===== src/rtl/core/preemptive_priority_scheduler_top_macros.svh =====
// Assertion macros shared by the scheduler RTL
`ifndef PREEMPTIVE_PRIORITY_SCHEDULER_TOP_MACROS_SVH
`define PREEMPTIVE_PRIORITY_SCHEDULER_TOP_MACROS_SVH

// Check a property on every clock edge outside reset
`define PPS_ASSERT(label, prop, msg) \
  label: assert property (@(posedge clk_i) disable iff (!rst_ni) (prop)) else $error(msg);

// Check that a condition is followed by another in the next cycle
`define PPS_ASSERT_NEXT(label, ante, cons, msg) \
  `PPS_ASSERT(label, (ante) |=> (cons), msg)

`endif


===== src/rtl/core/pps_pkg.sv =====
// Package with types, constants and codes of the priority scheduler
`timescale 1ns / 1ps
package pps_pkg;

  localparam int MAX_TASKS = 16;
  localparam int TIME_BITS = 16;
  localparam int IDX_W     = $clog2(MAX_TASKS);
  localparam int PRIO_W    = 8;

  // Stream widths, padded to whole bytes
  localparam int IN_W  = 48;
  localparam int OUT_W = 56;

  localparam logic [TIME_BITS-1:0] TIME_ONES = {TIME_BITS{1'b1}};

  typedef logic [TIME_BITS-1:0] time_t;
  typedef logic [IDX_W-1:0]     idx_t;
  typedef logic [PRIO_W-1:0]    prio_t;

  typedef enum logic [1:0] {
    CMD_CLEAR = 2'd0,
    CMD_LOAD  = 2'd1,
    CMD_TICK  = 2'd2,
    CMD_NOP   = 2'd3
  } cmd_e;

  typedef enum logic [1:0] {
    ALU_SUB,
    ALU_DEC,
    ALU_INC
  } alu_op_e;

  typedef enum logic [2:0] {
    ST_IDLE,
    ST_DISPATCH,
    ST_SCAN,
    ST_DEC,
    ST_ADV,
    ST_TAT,
    ST_WT,
    ST_EMIT
  } state_e;

  // Step strobes from the sequencer to the datapath
  typedef struct packed {
    logic idle;
    logic dispatch;
    logic scan;
    logic dec;
    logic adv;
    logic tat;
    logic wt;
    logic emit;
  } ctrl_t;

endpackage


===== src/rtl/core/preemptive_priority_scheduler_top.sv =====
// Top level of the tick-driven preemptive priority scheduler
//
//  channel  dir  handshake                     payload
//  s_axis   in   s_axis_tvalid_i/tready_o      tuser: command, tdata: load fields
//  m_axis   out  m_axis_tvalid_o/tready_i      tdata: per-item report
//
// A tick steps through accept, dispatch, a scan of each task slot in turn,
// decrement, time advance, turnaround, waiting and emit; a tick that
// completes no task skips turnaround and waiting. Clear, load and no-op
// items go from dispatch straight to emit. Reset empties the task table and
// zeroes time; no input is taken while an item is in work, and an unread
// report holds the emit step until taken.
`timescale 1ns / 1ps
`include "preemptive_priority_scheduler_top_macros.svh"
module preemptive_priority_scheduler_top (
  input  logic                      clk_i,
  input  logic                      rst_ni,
  input  logic                      s_axis_tvalid_i,
  output logic                      s_axis_tready_o,
  // [3:0] entry_index, [19:4] arrival, [35:20] burst, [43:36] prio_level
  input  logic [pps_pkg::IN_W-1:0]  s_axis_tdata_i,
  // [1:0] command
  input  logic [1:0]                s_axis_tuser_i,
  output logic                      m_axis_tvalid_o,
  input  logic                      m_axis_tready_i,
  // [0] ran, [4:1] running_index, [5] switched, [6] finished,
  // [22:7] turnaround, [38:23] waiting, [54:39] now_time
  output logic [pps_pkg::OUT_W-1:0] m_axis_tdata_o
);
  import pps_pkg::*;

  ctrl_t   ctl;
  idx_t    scan_idx;
  logic    s_accept;
  logic    out_free;

  // Latched command
  cmd_e    cmd_q;
  logic [3:0] slot_q;
  time_t   arr_in_q, burst_in_q;
  prio_t   prio_in_q;

  // Task table
  time_t   arr_tab_q   [MAX_TASKS];
  time_t   burst_tab_q [MAX_TASKS];
  time_t   rem_tab_q   [MAX_TASKS];
  prio_t   prio_tab_q  [MAX_TASKS];
  logic [MAX_TASKS-1:0] loaded_q;

  // Scheduler state
  time_t   time_q;
  idx_t    last_q;
  logic    last_vld_q;

  // Best candidate of the current scan
  logic    found_q;
  idx_t    best_idx_q;
  prio_t   best_prio_q;
  time_t   best_arr_q, best_burst_q, best_rem_q;

  // Report fields
  logic    sw_q, fin_q;
  time_t   tat_q, wt_q;
  logic                m_valid_q;
  logic [OUT_W-1:0]    m_data_q;

  // Shared unit
  alu_op_e alu_op;
  time_t   alu_a, alu_b, alu_res;
  logic    alu_co;

  logic    load_ok;
  logic    cand_ready;
  logic    rem_wr;
  idx_t    rem_wr_idx;
  time_t   rem_wr_data;

  function automatic logic rem_rd_nz(input time_t v);
    return (v != '0);
  endfunction

  assign s_axis_tready_o = ctl.idle;
  assign s_accept        = s_axis_tvalid_i && s_axis_tready_o;
  assign out_free        = !m_valid_q || m_axis_tready_i;
  assign m_axis_tvalid_o = m_valid_q;
  assign m_axis_tdata_o  = m_data_q;

  pps_ctrl u_ctrl (
    .clk_i      (clk_i),
    .rst_ni     (rst_ni),
    .s_accept_i (s_accept),
    .cmd_i      (cmd_q),
    .finish_i   (found_q && fin_q),
    .out_free_i (out_free),
    .ctrl_o     (ctl),
    .scan_idx_o (scan_idx)
  );

  pps_alu u_alu (
    .op_i  (alu_op),
    .a_i   (alu_a),
    .b_i   (alu_b),
    .res_o (alu_res),
    .co_o  (alu_co)
  );

  // Route operands to the shared unit by step
  always_comb begin
    alu_op = ALU_SUB;
    alu_a  = time_q;
    alu_b  = arr_tab_q[scan_idx];
    if (ctl.dec) begin
      alu_op = ALU_DEC;
      alu_a  = best_rem_q;
    end else if (ctl.adv) begin
      alu_op = ALU_INC;
      alu_a  = time_q;
    end else if (ctl.tat) begin
      alu_b  = best_arr_q;
    end else if (ctl.wt) begin
      alu_a  = tat_q;
      alu_b  = best_burst_q;
    end
  end

  assign load_ok    = ctl.dispatch && (cmd_q == CMD_LOAD) && (32'(slot_q) < MAX_TASKS);
  assign cand_ready = loaded_q[scan_idx] && (rem_rd_nz(rem_tab_q[scan_idx])) && alu_co;

  // One write port on the remaining-work column
  always_comb begin
    rem_wr      = 1'b0;
    rem_wr_idx  = IDX_W'(slot_q);
    rem_wr_data = burst_in_q;
    if (load_ok) begin
      rem_wr = 1'b1;
    end else if (ctl.dec && found_q) begin
      rem_wr      = 1'b1;
      rem_wr_idx  = best_idx_q;
      rem_wr_data = alu_res;
    end
  end

  // Capture the item on accept
  always_ff @(posedge clk_i or negedge rst_ni) begin
    if (!rst_ni) begin
      cmd_q <= CMD_NOP;
    end else if (s_accept) begin
      cmd_q <= cmd_e'(s_axis_tuser_i);
    end
  end

  always_ff @(posedge clk_i) begin
    if (s_accept) begin
      slot_q     <= s_axis_tdata_i[3:0];
      arr_in_q   <= TIME_BITS'(s_axis_tdata_i[19:4]);
      burst_in_q <= TIME_BITS'(s_axis_tdata_i[35:20]);
      prio_in_q  <= s_axis_tdata_i[43:36];
    end
  end

  // Table columns
  always_ff @(posedge clk_i) begin
    if (load_ok) begin
      arr_tab_q[IDX_W'(slot_q)]   <= arr_in_q;
      burst_tab_q[IDX_W'(slot_q)] <= burst_in_q;
      prio_tab_q[IDX_W'(slot_q)]  <= prio_in_q;
    end
    if (rem_wr) begin
      rem_tab_q[rem_wr_idx] <= rem_wr_data;
    end
  end

  // Loaded flags, time and last runner
  always_ff @(posedge clk_i or negedge rst_ni) begin
    if (!rst_ni) begin
      loaded_q   <= '0;
      time_q     <= '0;
      last_q     <= '0;
      last_vld_q <= 1'b0;
    end else if (ctl.dispatch && cmd_q == CMD_CLEAR) begin
      loaded_q   <= '0;
      time_q     <= '0;
      last_q     <= '0;
      last_vld_q <= 1'b0;
    end else if (load_ok) begin
      loaded_q[IDX_W'(slot_q)] <= 1'b1;
    end else if (ctl.adv) begin
      if (!alu_co) begin
        time_q <= alu_res;
      end
      last_q     <= found_q ? best_idx_q : last_q;
      last_vld_q <= found_q;
    end
  end

  // Scan, decrement and report arithmetic
  always_ff @(posedge clk_i or negedge rst_ni) begin
    if (!rst_ni) begin
      found_q    <= 1'b0;
      best_idx_q <= '0;
      sw_q       <= 1'b0;
      fin_q      <= 1'b0;
      tat_q      <= '0;
      wt_q       <= '0;
    end else if (ctl.dispatch) begin
      found_q    <= 1'b0;
      best_idx_q <= '0;
      sw_q       <= 1'b0;
      fin_q      <= 1'b0;
      tat_q      <= '0;
      wt_q       <= '0;
    end else if (ctl.scan) begin
      if (cand_ready && (!found_q || prio_tab_q[scan_idx] < best_prio_q)) begin
        found_q    <= 1'b1;
        best_idx_q <= scan_idx;
      end
    end else if (ctl.dec) begin
      fin_q <= found_q && (alu_res == '0);
    end else if (ctl.adv) begin
      sw_q <= found_q && (!last_vld_q || last_q != best_idx_q);
    end else if (ctl.tat) begin
      tat_q <= alu_res;
    end else if (ctl.wt) begin
      wt_q <= alu_co ? alu_res : '0;
    end
  end

  // Fields of the best candidate
  always_ff @(posedge clk_i) begin
    if (ctl.scan && cand_ready && (!found_q || prio_tab_q[scan_idx] < best_prio_q)) begin
      best_prio_q  <= prio_tab_q[scan_idx];
      best_arr_q   <= arr_tab_q[scan_idx];
      best_burst_q <= burst_tab_q[scan_idx];
      best_rem_q   <= rem_tab_q[scan_idx];
    end
  end

  // Output register
  always_ff @(posedge clk_i or negedge rst_ni) begin
    if (!rst_ni) begin
      m_valid_q <= 1'b0;
    end else if (ctl.emit && out_free) begin
      m_valid_q <= 1'b1;
    end else if (m_axis_tready_i) begin
      m_valid_q <= 1'b0;
    end
  end

  always_ff @(posedge clk_i) begin
    if (ctl.emit && out_free) begin
      m_data_q <= {1'b0, 16'(time_q), 16'(wt_q), 16'(tat_q), fin_q, sw_q,
                   4'(best_idx_q), found_q};
    end
  end

  // A switch or a completion is only reported for a tick that ran a task
  `PPS_ASSERT(a_switch_needs_run, m_axis_tvalid_o && m_axis_tdata_o[5] |-> m_axis_tdata_o[0],
              "switched reported without a running task")
  `PPS_ASSERT(a_finish_needs_run, m_axis_tvalid_o && m_axis_tdata_o[6] |-> m_axis_tdata_o[0],
              "finished reported without a running task")
  // Time only moves backward on a clear
  `PPS_ASSERT(a_time_monotonic,
              !$past(ctl.dispatch && cmd_q == CMD_CLEAR) |-> time_q >= $past(time_q),
              "time went backward without a clear")
  // An accepted item always goes to dispatch next
  `PPS_ASSERT_NEXT(a_accept_dispatch, s_accept, ctl.dispatch,
                   "accepted item not dispatched")

endmodule


===== src/rtl/core/pps_alu.sv =====
// Shared adder/subtractor used for every time and count update
`timescale 1ns / 1ps
module pps_alu (
  input  pps_pkg::alu_op_e op_i,
  input  pps_pkg::time_t   a_i,
  input  pps_pkg::time_t   b_i,
  output pps_pkg::time_t   res_o,
  output logic             co_o   // SUB: a >= b, DEC: a != 0, INC: overflow
);
  import pps_pkg::*;

  time_t                operand;
  logic                 cin;
  logic [TIME_BITS:0]   sum;

  // Pick the second operand and carry in for the operation
  always_comb begin
    case (op_i)
      ALU_SUB: begin
        operand = ~b_i;
        cin     = 1'b1;
      end
      ALU_DEC: begin
        operand = TIME_ONES;
        cin     = 1'b0;
      end
      ALU_INC: begin
        operand = '0;
        cin     = 1'b1;
      end
      default: begin
        operand = '0;
        cin     = 1'b0;
      end
    endcase
  end

  assign sum   = {1'b0, a_i} + {1'b0, operand} + {{TIME_BITS{1'b0}}, cin};
  assign res_o = sum[TIME_BITS-1:0];
  assign co_o  = sum[TIME_BITS];

endmodule


===== src/rtl/core/pps_ctrl.sv =====
// Sequencer that walks one command through dispatch, scan and update steps
`timescale 1ns / 1ps
module pps_ctrl (
  input  logic            clk_i,
  input  logic            rst_ni,
  input  logic            s_accept_i,
  input  pps_pkg::cmd_e   cmd_i,
  input  logic            finish_i,
  input  logic            out_free_i,
  output pps_pkg::ctrl_t  ctrl_o,
  output pps_pkg::idx_t   scan_idx_o
);
  import pps_pkg::*;

  state_e state_q, state_d;
  idx_t   scan_idx_q, scan_idx_d;
  logic   scan_last;

  assign scan_last  = (scan_idx_q == IDX_W'(MAX_TASKS - 1));
  assign scan_idx_o = scan_idx_q;

  // Next state
  always_comb begin
    state_d = state_q;
    case (state_q)
      ST_IDLE:     if (s_accept_i) state_d = ST_DISPATCH;
      ST_DISPATCH: state_d = (cmd_i == CMD_TICK) ? ST_SCAN : ST_EMIT;
      ST_SCAN:     if (scan_last) state_d = ST_DEC;
      ST_DEC:      state_d = ST_ADV;
      ST_ADV:      state_d = finish_i ? ST_TAT : ST_EMIT;
      ST_TAT:      state_d = ST_WT;
      ST_WT:       state_d = ST_EMIT;
      ST_EMIT:     if (out_free_i) state_d = ST_IDLE;
      default:     state_d = ST_IDLE;
    endcase
  end

  // Step strobes
  always_comb begin
    ctrl_o = '0;
    case (state_q)
      ST_IDLE:     ctrl_o.idle     = 1'b1;
      ST_DISPATCH: ctrl_o.dispatch = 1'b1;
      ST_SCAN:     ctrl_o.scan     = 1'b1;
      ST_DEC:      ctrl_o.dec      = 1'b1;
      ST_ADV:      ctrl_o.adv      = 1'b1;
      ST_TAT:      ctrl_o.tat      = 1'b1;
      ST_WT:       ctrl_o.wt       = 1'b1;
      ST_EMIT:     ctrl_o.emit     = 1'b1;
      default:     ctrl_o          = '0;
    endcase
  end

  // Restart the slot counter on dispatch, advance it while scanning
  always_comb begin
    scan_idx_d = scan_idx_q;
    if (state_q == ST_DISPATCH) begin
      scan_idx_d = '0;
    end else if (state_q == ST_SCAN && !scan_last) begin
      scan_idx_d = scan_idx_q + IDX_W'(1);
    end
  end

  always_ff @(posedge clk_i or negedge rst_ni) begin
    if (!rst_ni) begin
      state_q    <= ST_IDLE;
      scan_idx_q <= '0;
    end else begin
      state_q    <= state_d;
      scan_idx_q <= scan_idx_d;
    end
  end

endmodule


===== config.mk =====
export PLATFORM = sky130hd
export DESIGN_NAME = preemptive_priority_scheduler_top
export DESIGN_NICKNAME = d
export VERILOG_FILES = /design/src/rtl/core/pps_pkg.sv /design/src/rtl/core/preemptive_priority_scheduler_top.sv /design/src/rtl/core/pps_alu.sv /design/src/rtl/core/pps_ctrl.sv
export VERILOG_INCLUDE_DIRS = /design/src /design/src/rtl/core
export SDC_FILE = /design/constraint.sdc
export NUM_CORES = 1
export LEC_CHECK = 0
export BUFFER_PORTS_ARGS = -buffer_cell sky130_fd_sc_hd__clkbuf_2
export CAP_MARGIN = 30
export CORE_MARGIN = 4
export CORE_UTILIZATION = 60
export DETAILED_ROUTE_END_ITERATION = 16
export MAX_ROUTING_LAYER = met4
export PLACE_DENSITY = 0.86
export SLEW_MARGIN = 40
export SYNTH_ARGS = -nofsm -noshare
export SYNTH_HDL_FRONTEND = slang
export SYNTH_SLANG_ARGS = --single-unit

===== constraint.sdc =====
create_clock -name clk_i -period 8.1 [get_ports clk_i]
set_input_delay 1.62 -clock clk_i [delete_from_list [all_inputs] [get_ports clk_i]]
set_output_delay 1.62 -clock clk_i [all_outputs]
set_load 0.01 [all_outputs]

==> flow_results.xml, run 1 <==
<?xml version="1.0" encoding="UTF-8"?>
<metrics>
  <group name="clock_tree">
    <metric name="clk_path_buf_depth" unit="">3</metric>
    <metric name="h-tree-depth" unit="">3</metric>
    <metric name="postCtsSetupRepairBufs" unit="">0</metric>
    <metric name="cts_buffer_count" unit="">107</metric>
    <metric name="clock_insertion_delay_worst_skew" unit="ns">0.71</metric>
    <metric name="worst_setup_hold_path_clk_slew" unit="ns">0.06</metric>
    <metric name="clock-sinks" unit="">1137</metric>
    <metric name="cts_hold_buf" unit="">0</metric>
    <metric name="ctsResizeCount" unit="">0</metric>
    <metric name="cts_tree" unit="">built</metric>
    <metric name="clock_tree.root_cell" unit="">sky130_fd_sc_hd__clkbuf_16</metric>
  </group>
  <group name="routing">
    <metric name="avg_wl_per_cell" unit="um">33.93</metric>
    <metric name="route.vias.total" unit="">23259</metric>
    <metric name="detail_route.vias_per_cell" unit="">6.929</metric>
    <metric name="antenna_violating_nets_post_route" unit="">0</metric>
    <metric name="number_of_remaining_drc_errors" unit="">0</metric>
    <metric name="postRouteWirelength" unit="mm">113.9</metric>
    <metric name="dr.first_iter.drc_count" unit="">4031</metric>
    <metric name="drt_first_pass_iters" unit="">6</metric>
  </group>
  <group name="sta">
    <metric name="final-max-slew-violation-count" unit="">0</metric>
    <metric name="fin_crit" unit="ns">6.712</metric>
    <metric name="fin_worst_hold_slack" unit="ns">0.4536</metric>
    <metric name="final-hold-violation-count" unit="">0</metric>
    <metric name="clock-skew-final" unit="ns">0.04543</metric>
    <metric name="worstMarginPinSlew" unit="ns">0.9003</metric>
    <metric name="finalCritPeriodShare" unit="%">82.87</metric>
    <metric name="fmax" unit="GHz">0.1490</metric>
    <metric name="rsz0062_at_grt" unit="">no</metric>
    <metric name="totalNegativeSetupSlack" unit="ns">0</metric>
    <metric name="timing.slew.headroom" unit="%">39.55</metric>
    <metric name="setup-violations-final" unit="">0</metric>
  </group>
  <group name="logic_synthesis">
    <metric name="syn-num-nets" unit="">2204</metric>
    <metric name="synth.distinct_cells" unit="">67</metric>
    <metric name="ys_warn_count" unit="">0</metric>
    <metric name="post_synth_inst_count" unit="">2125</metric>
    <metric name="yosys-top-cells-area" unit="">sky130_fd_sc_hd__edfxtp_1 72%, sky130_fd_sc_hd__mux4_2 13%, sky130_fd_sc_hd__dfrtp_1 4.8%, sky130_fd_sc_hd__nor2_1 1.0%, sky130_fd_sc_hd__mux2i_1 0.84%</metric>
    <metric name="synth_top_flop_cell" unit="">sky130_fd_sc_hd__edfxtp_1</metric>
    <metric name="syn-mean-instance-area" unit="um^2">20.75</metric>
    <metric name="synth_area_leader_cell" unit="">sky130_fd_sc_hd__edfxtp_1</metric>
    <metric name="synth_edf_count" unit="">1051</metric>
    <metric name="yosysSeqAreaShare" unit="%">76.46</metric>
    <metric name="netlist.area_leader.share" unit="%">71.57</metric>
    <metric name="postSynthRegisterBits" unit="">1137</metric>
    <metric name="synthesis.area" unit="mm^2">0.04409</metric>
    <metric name="ys_async_rst_share" unit="%">7.564</metric>
  </group>
  <group name="final_layout">
    <metric name="drive_above_1_share" unit="%">27.95</metric>
    <metric name="mostFrequentLayoutCells" unit="">1,051 x sky130_fd_sc_hd__edfxtp_1, 263 x sky130_fd_sc_hd__mux4_2, 109 x sky130_fd_sc_hd__clkbuf_16</metric>
    <metric name="layout.cells.most_common" unit="">sky130_fd_sc_hd__edfxtp_1</metric>
    <metric name="final_net_count" unit="">2381</metric>
    <metric name="fillers" unit="">4060</metric>
    <metric name="area_growth" unit="%">13.04</metric>
  </group>
  <group name="status">
    <metric name="outcome" unit="">completed</metric>
  </group>
  <group name="power_and_ir_drop">
    <metric name="clock_power_share" unit="%">29.4</metric>
    <metric name="leakagePower" unit="nW">16.53</metric>
    <metric name="comb_power_share" unit="%">30.6</metric>
    <metric name="pwr-share-seq" unit="%">40.0</metric>
    <metric name="power.internal" unit="mW">11.95</metric>
    <metric name="swShare" unit="%">33.03</metric>
    <metric name="total_switching_power" unit="mW">5.895</metric>
    <metric name="power_density" unit="mW/mm^2">358.1</metric>
    <metric name="vdd_drop_max" unit="mV">0.2730</metric>
    <metric name="report.power.total" unit="mW">17.85</metric>
  </group>
  <group name="floorplanning">
    <metric name="top_level_ports" unit="">112</metric>
    <metric name="core-area" unit="mm^2">0.07296</metric>
    <metric name="die_w" unit="um">279.1</metric>
    <metric name="die_area" unit="mm^2">0.07789</metric>
    <metric name="fp-row-count" unit="">99</metric>
    <metric name="die_h" unit="um">279.1</metric>
    <metric name="start_util" unit="%">60.44</metric>
  </group>
  <group name="placement">
    <metric name="gp_congestion" unit="">0.9084</metric>
    <metric name="hpwlAfterDp" unit="mm">59.56</metric>
    <metric name="buffer_ports.inserted" unit="">106</metric>
  </group>
  <group name="job">
    <metric name="max-cap-violations" unit="">0</metric>
  </group>
  <group name="global_route">
    <metric name="grt_antenna_before_repair" unit="">1</metric>
    <metric name="grt_most_used_layer" unit="">met2</metric>
    <metric name="grt.overflow.total" unit="">0</metric>
    <metric name="first_global_vias" unit="">23886</metric>
    <metric name="gr-usage-met1" unit="%">39.22</metric>
    <metric name="global_route.usage.total" unit="%">30.62</metric>
    <metric name="grt_start_max_net_pins" unit="">87</metric>
    <metric name="met2_usage" unit="%">48.30</metric>
    <metric name="use_met3" unit="%">6.120</metric>
    <metric name="grt_pass1_wl" unit="mm">166.8</metric>
  </group>
  <group name="worst_setup_path">
    <metric name="crit_required" unit="ns">8.47</metric>
    <metric name="critical_path_class" unit="">reg2reg</metric>
    <metric name="worstSetupStartpointType" unit="">register</metric>
    <metric name="path_max_fanout" unit="">50</metric>
    <metric name="cp-end-kind" unit="">register</metric>
    <metric name="timing.critical_path.arrival" unit="ns">7.08</metric>
  </group>
  <group name="min_path">
    <metric name="worstHoldPathType" unit="">reg2reg</metric>
  </group>
</metrics>
cell families after synthesis:
kind of cell	Yosys count	synth area share, %
simple gates	282	2.877
fa+ha+maj	25	0.7434
compound gates	218	3.311
xor+xnor	15	0.2979
other cells	1	0.008504
mux	319	14.93
flops	1137	76.46
buf+inv	128	1.373
synth_stat cells, types with 3 or more instances:
library cell                  n
sky130_fd_sc_hd__mux4_2     263
sky130_fd_sc_hd__xor2_1       7
sky130_fd_sc_hd__a21o_1       6
sky130_fd_sc_hd__nand4_1      4
sky130_fd_sc_hd__nand2b_1     9
sky130_fd_sc_hd__clkbuf_1    53
sky130_fd_sc_hd__a21oi_1     43
sky130_fd_sc_hd__nor4_1       5
sky130_fd_sc_hd__mux4_1       5
sky130_fd_sc_hd__ha_1        23
sky130_fd_sc_hd__o31ai_1      6
sky130_fd_sc_hd__xnor2_1      8
sky130_fd_sc_hd__o31a_1       3
sky130_fd_sc_hd__edfxtp_1  1051
sky130_fd_sc_hd__o211a_1      3
sky130_fd_sc_hd__nand2_1     75
sky130_fd_sc_hd__nand3_1     14
sky130_fd_sc_hd__or3_1       10
sky130_fd_sc_hd__nor2b_1      8
sky130_fd_sc_hd__buf_2       34
sky130_fd_sc_hd__dfrtp_1     84
sky130_fd_sc_hd__o21a_1       5
sky130_fd_sc_hd__o21ai_0     52
sky130_fd_sc_hd__and2_1       4
sky130_fd_sc_hd__buf_1        6
sky130_fd_sc_hd__a211o_1     15
sky130_fd_sc_hd__nor2_1     123
sky130_fd_sc_hd__o22ai_1     18
sky130_fd_sc_hd__a22o_1      22
sky130_fd_sc_hd__buf_4        9
sky130_fd_sc_hd__inv_1       21
sky130_fd_sc_hd__a211oi_1     7
sky130_fd_sc_hd__mux2i_1     37
sky130_fd_sc_hd__a22oi_1     23
sky130_fd_sc_hd__or4_1        3
sky130_fd_sc_hd__nor3_1      14
sky130_fd_sc_hd__mux2_2      14
worst max-delay path, stage by stage, from the launching register on:
cell and delay, ns:
sky130_fd_sc_hd__dfrtp_4 0.91, sky130_fd_sc_hd__buf_4 0.73, sky130_fd_sc_hd__mux4_2 0.44, sky130_fd_sc_hd__mux4_2 0.55, sky130_fd_sc_hd__a21oi_1 0.22, sky130_fd_sc_hd__a211o_1 0.20
sky130_fd_sc_hd__ha_1 0.23, sky130_fd_sc_hd__nor2b_1 0.20, sky130_fd_sc_hd__o2111ai_1 0.15, sky130_fd_sc_hd__a21oi_1 0.52, sky130_fd_sc_hd__or3_1 0.23, sky130_fd_sc_hd__a221o_1 0.53
sky130_fd_sc_hd__nand4_2 0.38, sky130_fd_sc_hd__inv_2 0.63, sky130_fd_sc_hd__buf_4 0.39
final cells by class:
cell class	count	area (um^2)	share of cell area, %
well taps	959	1200	2.407
repair buffers	175	1210	2.427
multi-input cells	860	9930	19.92
flip-flops and latches	1137	33730	67.66
diodes	1	2.502	0.005020
inverters	21	78.83	0.1581
clock inverters	76	839.6	1.684
clock buffers	128	2859	5.736
layer usage:
layer | vias up | part of all wire (%)
li1 | 9106 | -
met1 | 11814 | 34
met2 | 1921 | 50
met3 | 418 | 11
met4 | 0 | 5.7
met5 | - | 0
registers in the layout, summed over array words and instances, names as in the netlist, 8 cells and up:
name,cells
best_rem_q,16
wt_q,16
rem_tab_q,256
burst_in_q,16
arr_tab_q,256
best_burst_q,16
prio_tab_q,128
prio_in_q,8
loaded_q,16
best_arr_q,16
time_q,16
m_axis_tdata_o,55
tat_q,16
arr_in_q,16
best_prio_q,8
burst_tab_q,256
power groups by stage:
stage	Sequential (mW)	Combinational, mW	Clock (mW)
after floorplan	7.11	3.71	0
after global placement	7.27	4.84	0
after detailed placement	7.31	5.08	0
after CTS	7.20	5.25	5.28
after global routing	7.17	5.74	5.55
final	7.14	5.46	5.25
final timing paths:
check | from | endpoint | slack, ns | cells after the start
worst max-delay path | u_ctrl.scan_idx_o[1] | best_prio_q[6] | 1.39 | 14
worst min-delay path | wt_q[5] | m_axis_tdata_o[28] | 0.45 | 0
worst max register to register | u_ctrl.scan_idx_o[1] | best_prio_q[6] | 1.39 | 14
worst min register to register | wt_q[5] | m_axis_tdata_o[28] | 0.45 | 0
max in group asynchronous | rst_ni | u_ctrl.scan_idx_o[0] | 6.54 | 1
min in group asynchronous | rst_ni | wt_q[5] | 1.00 | 1
stage by stage:
step	instance area [um^2]	utilization, %	std cells	worst slack (ns)
detailed placement	46000	63.04	3147	1.453
floorplan	44090	-	2125	1.939
finish	49850	68.32	3357	1.388
CTS	49700	68.11	3351	1.362
global route	49850	68.32	3357	1.173
global placement	45920	62.93	3145	1.650
Power figures use the tool's default switching activity.
==> run 2: changes to the inputs <==
--- a/config.mk
+++ b/config.mk
@@ -9,10 +9,10 @@
 export BUFFER_PORTS_ARGS = -buffer_cell sky130_fd_sc_hd__clkbuf_2
 export CAP_MARGIN = 30
 export CORE_MARGIN = 4
-export CORE_UTILIZATION = 60
+export CORE_UTILIZATION = 56
 export DETAILED_ROUTE_END_ITERATION = 16
 export MAX_ROUTING_LAYER = met4
-export PLACE_DENSITY = 0.86
+export PLACE_DENSITY = 0.84
 export SLEW_MARGIN = 40
 export SYNTH_ARGS = -nofsm -noshare
 export SYNTH_HDL_FRONTEND = slang
==> constraint.sdc (replaced) <==
create_clock -name clk_i -period 5.54 [get_ports clk_i]
set_input_delay 1.108 -clock clk_i [delete_from_list [all_inputs] [get_ports clk_i]]
set_output_delay 1.108 -clock clk_i [all_outputs]
set_load 0.01 [all_outputs]
==> run 2 against run 1 <==
Against the previous run:
- clock power rose by 38%
- total power rose by 44%
- via count fell by 1.8%
- global-route usage fell by 4.0 points
- clock skew fell by 0.0042 ns
- cell count rose by 2.7%
==> flow_results.xml, run 2 (synthesis results as in run 1) <==
<?xml version="1.0" encoding="UTF-8"?>
<metrics>
  <group name="worst_setup_path">
    <metric name="r2r-start" unit="">u_ctrl.scan_idx_o[0]</metric>
    <metric name="path_max_fanout" unit="">61</metric>
    <metric name="timing.critical_path.arrival" unit="ns">5.84</metric>
    <metric name="crit_required" unit="ns">6.10</metric>
    <metric name="ff2ff_setup_slack" unit="ns">0.27</metric>
    <metric name="crit_path_cell_trace" unit="">buf_12 -&gt; mux4_2 -&gt; mux4_2 -&gt; a21oi_1 -&gt; a211o_1 -&gt; ha_1 -&gt; a21o_1 -&gt; a211oi_1 -&gt; nand2_1 -&gt; or3_1 -&gt; a221o_2 -&gt; nor2_4 -&gt; mux2i_1 -&gt; nor2_1</metric>
    <metric name="cp-end-kind" unit="">register</metric>
    <metric name="critical_path_class" unit="">reg2reg</metric>
    <metric name="critPathSlowestCell" unit="">sky130_fd_sc_hd__mux4_2</metric>
    <metric name="regToRegEndpoint" unit="">time_q[9]</metric>
    <metric name="critPathMostFrequentCell" unit="">sky130_fd_sc_hd__mux4_2</metric>
    <metric name="worstSetupStartpointType" unit="">register</metric>
    <metric name="rr_worst_depth" unit="">14</metric>
    <metric name="critical_path.max_stage_delay" unit="ns">0.58</metric>
  </group>
  <group name="sta">
    <metric name="clock-skew-final" unit="ns">0.04123</metric>
    <metric name="post-route-worst-setup-slack" unit="ns">0.2660</metric>
    <metric name="worstMarginPinSlew" unit="ns">0.9218</metric>
    <metric name="timing.slew.headroom" unit="%">38.11</metric>
    <metric name="final-hold-violation-count" unit="">0</metric>
    <metric name="rsz0062_at_grt" unit="">no</metric>
    <metric name="final-max-slew-violation-count" unit="">0</metric>
    <metric name="fmax" unit="GHz">0.1896</metric>
    <metric name="fin_crit" unit="ns">5.274</metric>
    <metric name="totalNegativeSetupSlack" unit="ns">0</metric>
    <metric name="finalCritPeriodShare" unit="%">95.20</metric>
    <metric name="setup-violations-final" unit="">0</metric>
  </group>
  <group name="floorplanning">
    <metric name="die_w" unit="um">288.6</metric>
    <metric name="core-area" unit="mm^2">0.07772</metric>
    <metric name="fp-row-count" unit="">102</metric>
    <metric name="top_level_ports" unit="">112</metric>
    <metric name="die_area" unit="mm^2">0.08329</metric>
    <metric name="start_util" unit="%">56.73</metric>
    <metric name="die_h" unit="um">288.6</metric>
  </group>
  <group name="power_and_ir_drop">
    <metric name="power_density" unit="mW/mm^2">513.8</metric>
    <metric name="comb_power_share" unit="%">31.4</metric>
    <metric name="vdd_drop_max" unit="mV">0.4362</metric>
    <metric name="total_switching_power" unit="mW">8.311</metric>
    <metric name="swShare" unit="%">32.41</metric>
    <metric name="pwr-share-seq" unit="%">40.4</metric>
    <metric name="power.internal" unit="mW">17.34</metric>
    <metric name="leakagePower" unit="nW">16.54</metric>
    <metric name="clock_power_share" unit="%">28.2</metric>
  </group>
  <group name="clock_tree">
    <metric name="clock_tree.root_cell" unit="">sky130_fd_sc_hd__clkbuf_16</metric>
    <metric name="clk_path_buf_depth" unit="">3</metric>
    <metric name="cts_hold_buf" unit="">0</metric>
    <metric name="cts_tree" unit="">built</metric>
    <metric name="postCtsSetupRepairBufs" unit="">0</metric>
    <metric name="worst_setup_hold_path_clk_slew" unit="ns">0.06</metric>
    <metric name="cts_buffer_count" unit="">106</metric>
    <metric name="clock-sinks" unit="">1137</metric>
    <metric name="h-tree-depth" unit="">3</metric>
    <metric name="ctsResizeCount" unit="">0</metric>
    <metric name="clock_insertion_delay_worst_skew" unit="ns">0.69</metric>
  </group>
  <group name="routing">
    <metric name="drt_first_pass_iters" unit="">7</metric>
    <metric name="dr.first_iter.drc_count" unit="">3537</metric>
    <metric name="postRouteWirelength" unit="mm">106.8</metric>
    <metric name="route.vias.total" unit="">22836</metric>
    <metric name="antenna_violating_nets_post_route" unit="">0</metric>
    <metric name="detail_route.vias_per_cell" unit="">6.625</metric>
    <metric name="number_of_remaining_drc_errors" unit="">0</metric>
    <metric name="avg_wl_per_cell" unit="um">30.99</metric>
  </group>
  <group name="placement">
    <metric name="buffer_ports.inserted" unit="">106</metric>
    <metric name="dp_worst_setup_slack" unit="ns">0.2417</metric>
    <metric name="hpwlAfterDp" unit="mm">61.12</metric>
    <metric name="gp_congestion" unit="">0.9298</metric>
  </group>
  <group name="min_path">
    <metric name="hold_path_endpoint" unit="">m_axis_tdata_o[31]</metric>
    <metric name="min_delay_path_depth" unit="">0</metric>
    <metric name="worstHoldStart" unit="">wt_q[8]</metric>
    <metric name="worstHoldPathType" unit="">reg2reg</metric>
  </group>
  <group name="final_layout">
    <metric name="drive_above_1_share" unit="%">27.79</metric>
    <metric name="largestRegisters" unit="">arr_tab_q x256, burst_tab_q x256, rem_tab_q x256</metric>
    <metric name="layout.cells.most_common" unit="">sky130_fd_sc_hd__edfxtp_1</metric>
    <metric name="antennaDiodeCount" unit="">0</metric>
    <metric name="mostFrequentLayoutCells" unit="">1,051 x sky130_fd_sc_hd__edfxtp_1, 263 x sky130_fd_sc_hd__mux4_2, 107 x sky130_fd_sc_hd__clkbuf_16</metric>
    <metric name="area_growth" unit="%">13.20</metric>
    <metric name="final_net_count" unit="">2396</metric>
  </group>
  <group name="global_route">
    <metric name="grt.overflow.total" unit="">0</metric>
    <metric name="grt_antenna_before_repair" unit="">0</metric>
    <metric name="global_route.usage.total" unit="%">26.64</metric>
    <metric name="first_global_vias" unit="">23014</metric>
    <metric name="grt_start_max_net_pins" unit="">87</metric>
    <metric name="grt_pass1_wl" unit="mm">156.0</metric>
  </group>
  <group name="status">
    <metric name="outcome" unit="">completed</metric>
  </group>
  <group name="job">
    <metric name="max-cap-violations" unit="">0</metric>
  </group>
</metrics>
run 2: cell count changes in the layout (fill, tap and decap cells not counted), moves of 3 or more:
cell,previous run,this run
sky130_fd_sc_hd__nor2_2,8,5
sky130_fd_sc_hd__buf_16,1,5
sky130_fd_sc_hd__buf_6,12,2
sky130_fd_sc_hd__bufinv_16,14,9
sky130_fd_sc_hd__clkinvlp_4,12,6
sky130_fd_sc_hd__clkinv_2,23,20
sky130_fd_sc_hd__nor2_1,102,105
sky130_fd_sc_hd__buf_4,49,66
sky130_fd_sc_hd__buf_8,0,4
sky130_fd_sc_hd__clkbuf_1,13,21
run 2: cell type report:
class,count,area [um^2]
sequential,1137,33730
fill,4767,27810
multi-input combinational,860,9923
clock buffer,133,2825
timing repair buffer,191,1415
tap,1040,1301
clock inverter,65,641.9
inverter,21,82.58
run 2: critical path, delay by kind of cell, from the launching register on:
kind	cells	cell delay, ns
buffers and inverters	1	0.42
AOI/OAI and AO/OA	5	1.47
adders and majority gates	1	0.30
muxes	3	1.43
and+or+nand+nor	4	0.92
DFF	1	0.53
run 2: worst max-delay path by stage:
stage | start | end | slack, ns | cells after the start
floorplan | u_ctrl.scan_idx_o[0] | best_arr_q[0] | 0.007 | 18
global placement | u_ctrl.scan_idx_o[0] | best_burst_q[6] | 0.31 | 15
detailed placement | u_ctrl.scan_idx_o[0] | time_q[9] | 0.24 | 14
CTS | u_ctrl.scan_idx_o[0] | time_q[14] | 0.16 | 14
global route | u_ctrl.scan_idx_o[0] | time_q[14] | 0.03 | 14
finish | u_ctrl.scan_idx_o[0] | time_q[9] | 0.27 | 14
run 2: metrics by stage:
step / power [mW] / util (%) / hold slack, ns / instances / cell area [um^2]
3_5_place_dp: 18.27 / 59.59 / 0.4462 / 3244 / 46310
5_1_grt: 26.62 / 64.22 / 0.4771 / 3447 / 49920
2_1_floorplan: 15.82 / - / 0.4186 / 2125 / 44110
4_1_cts: 25.54 / 64.05 / 0.4645 / 3442 / 49780
3_3_place_gp: 17.96 / 59.42 / 0.4390 / 3238 / 46180
6_report: 25.65 / 64.22 / 0.4608 / 3447 / 49920
run 2: power groups by stage:
stage                     sequential, mW  combinational, mW  clock, mW
after floorplan                     10.4               5.43          0
after detailed placement            10.5               7.75          0
after CTS                           10.4               7.89       7.29
after global routing                10.4               8.52       7.70
final                               10.4               8.04       7.24
after global placement              10.5               7.50          0
run 2: per-layer routing:
metal  track usage, %  vias up  share of wire, %
li1                 -     9145                 -
met4            9.552        0               4.1
met3            4.988      315                10
met2            42.39     1576                50
met1            35.19    11800                36
met5                -        -                 0
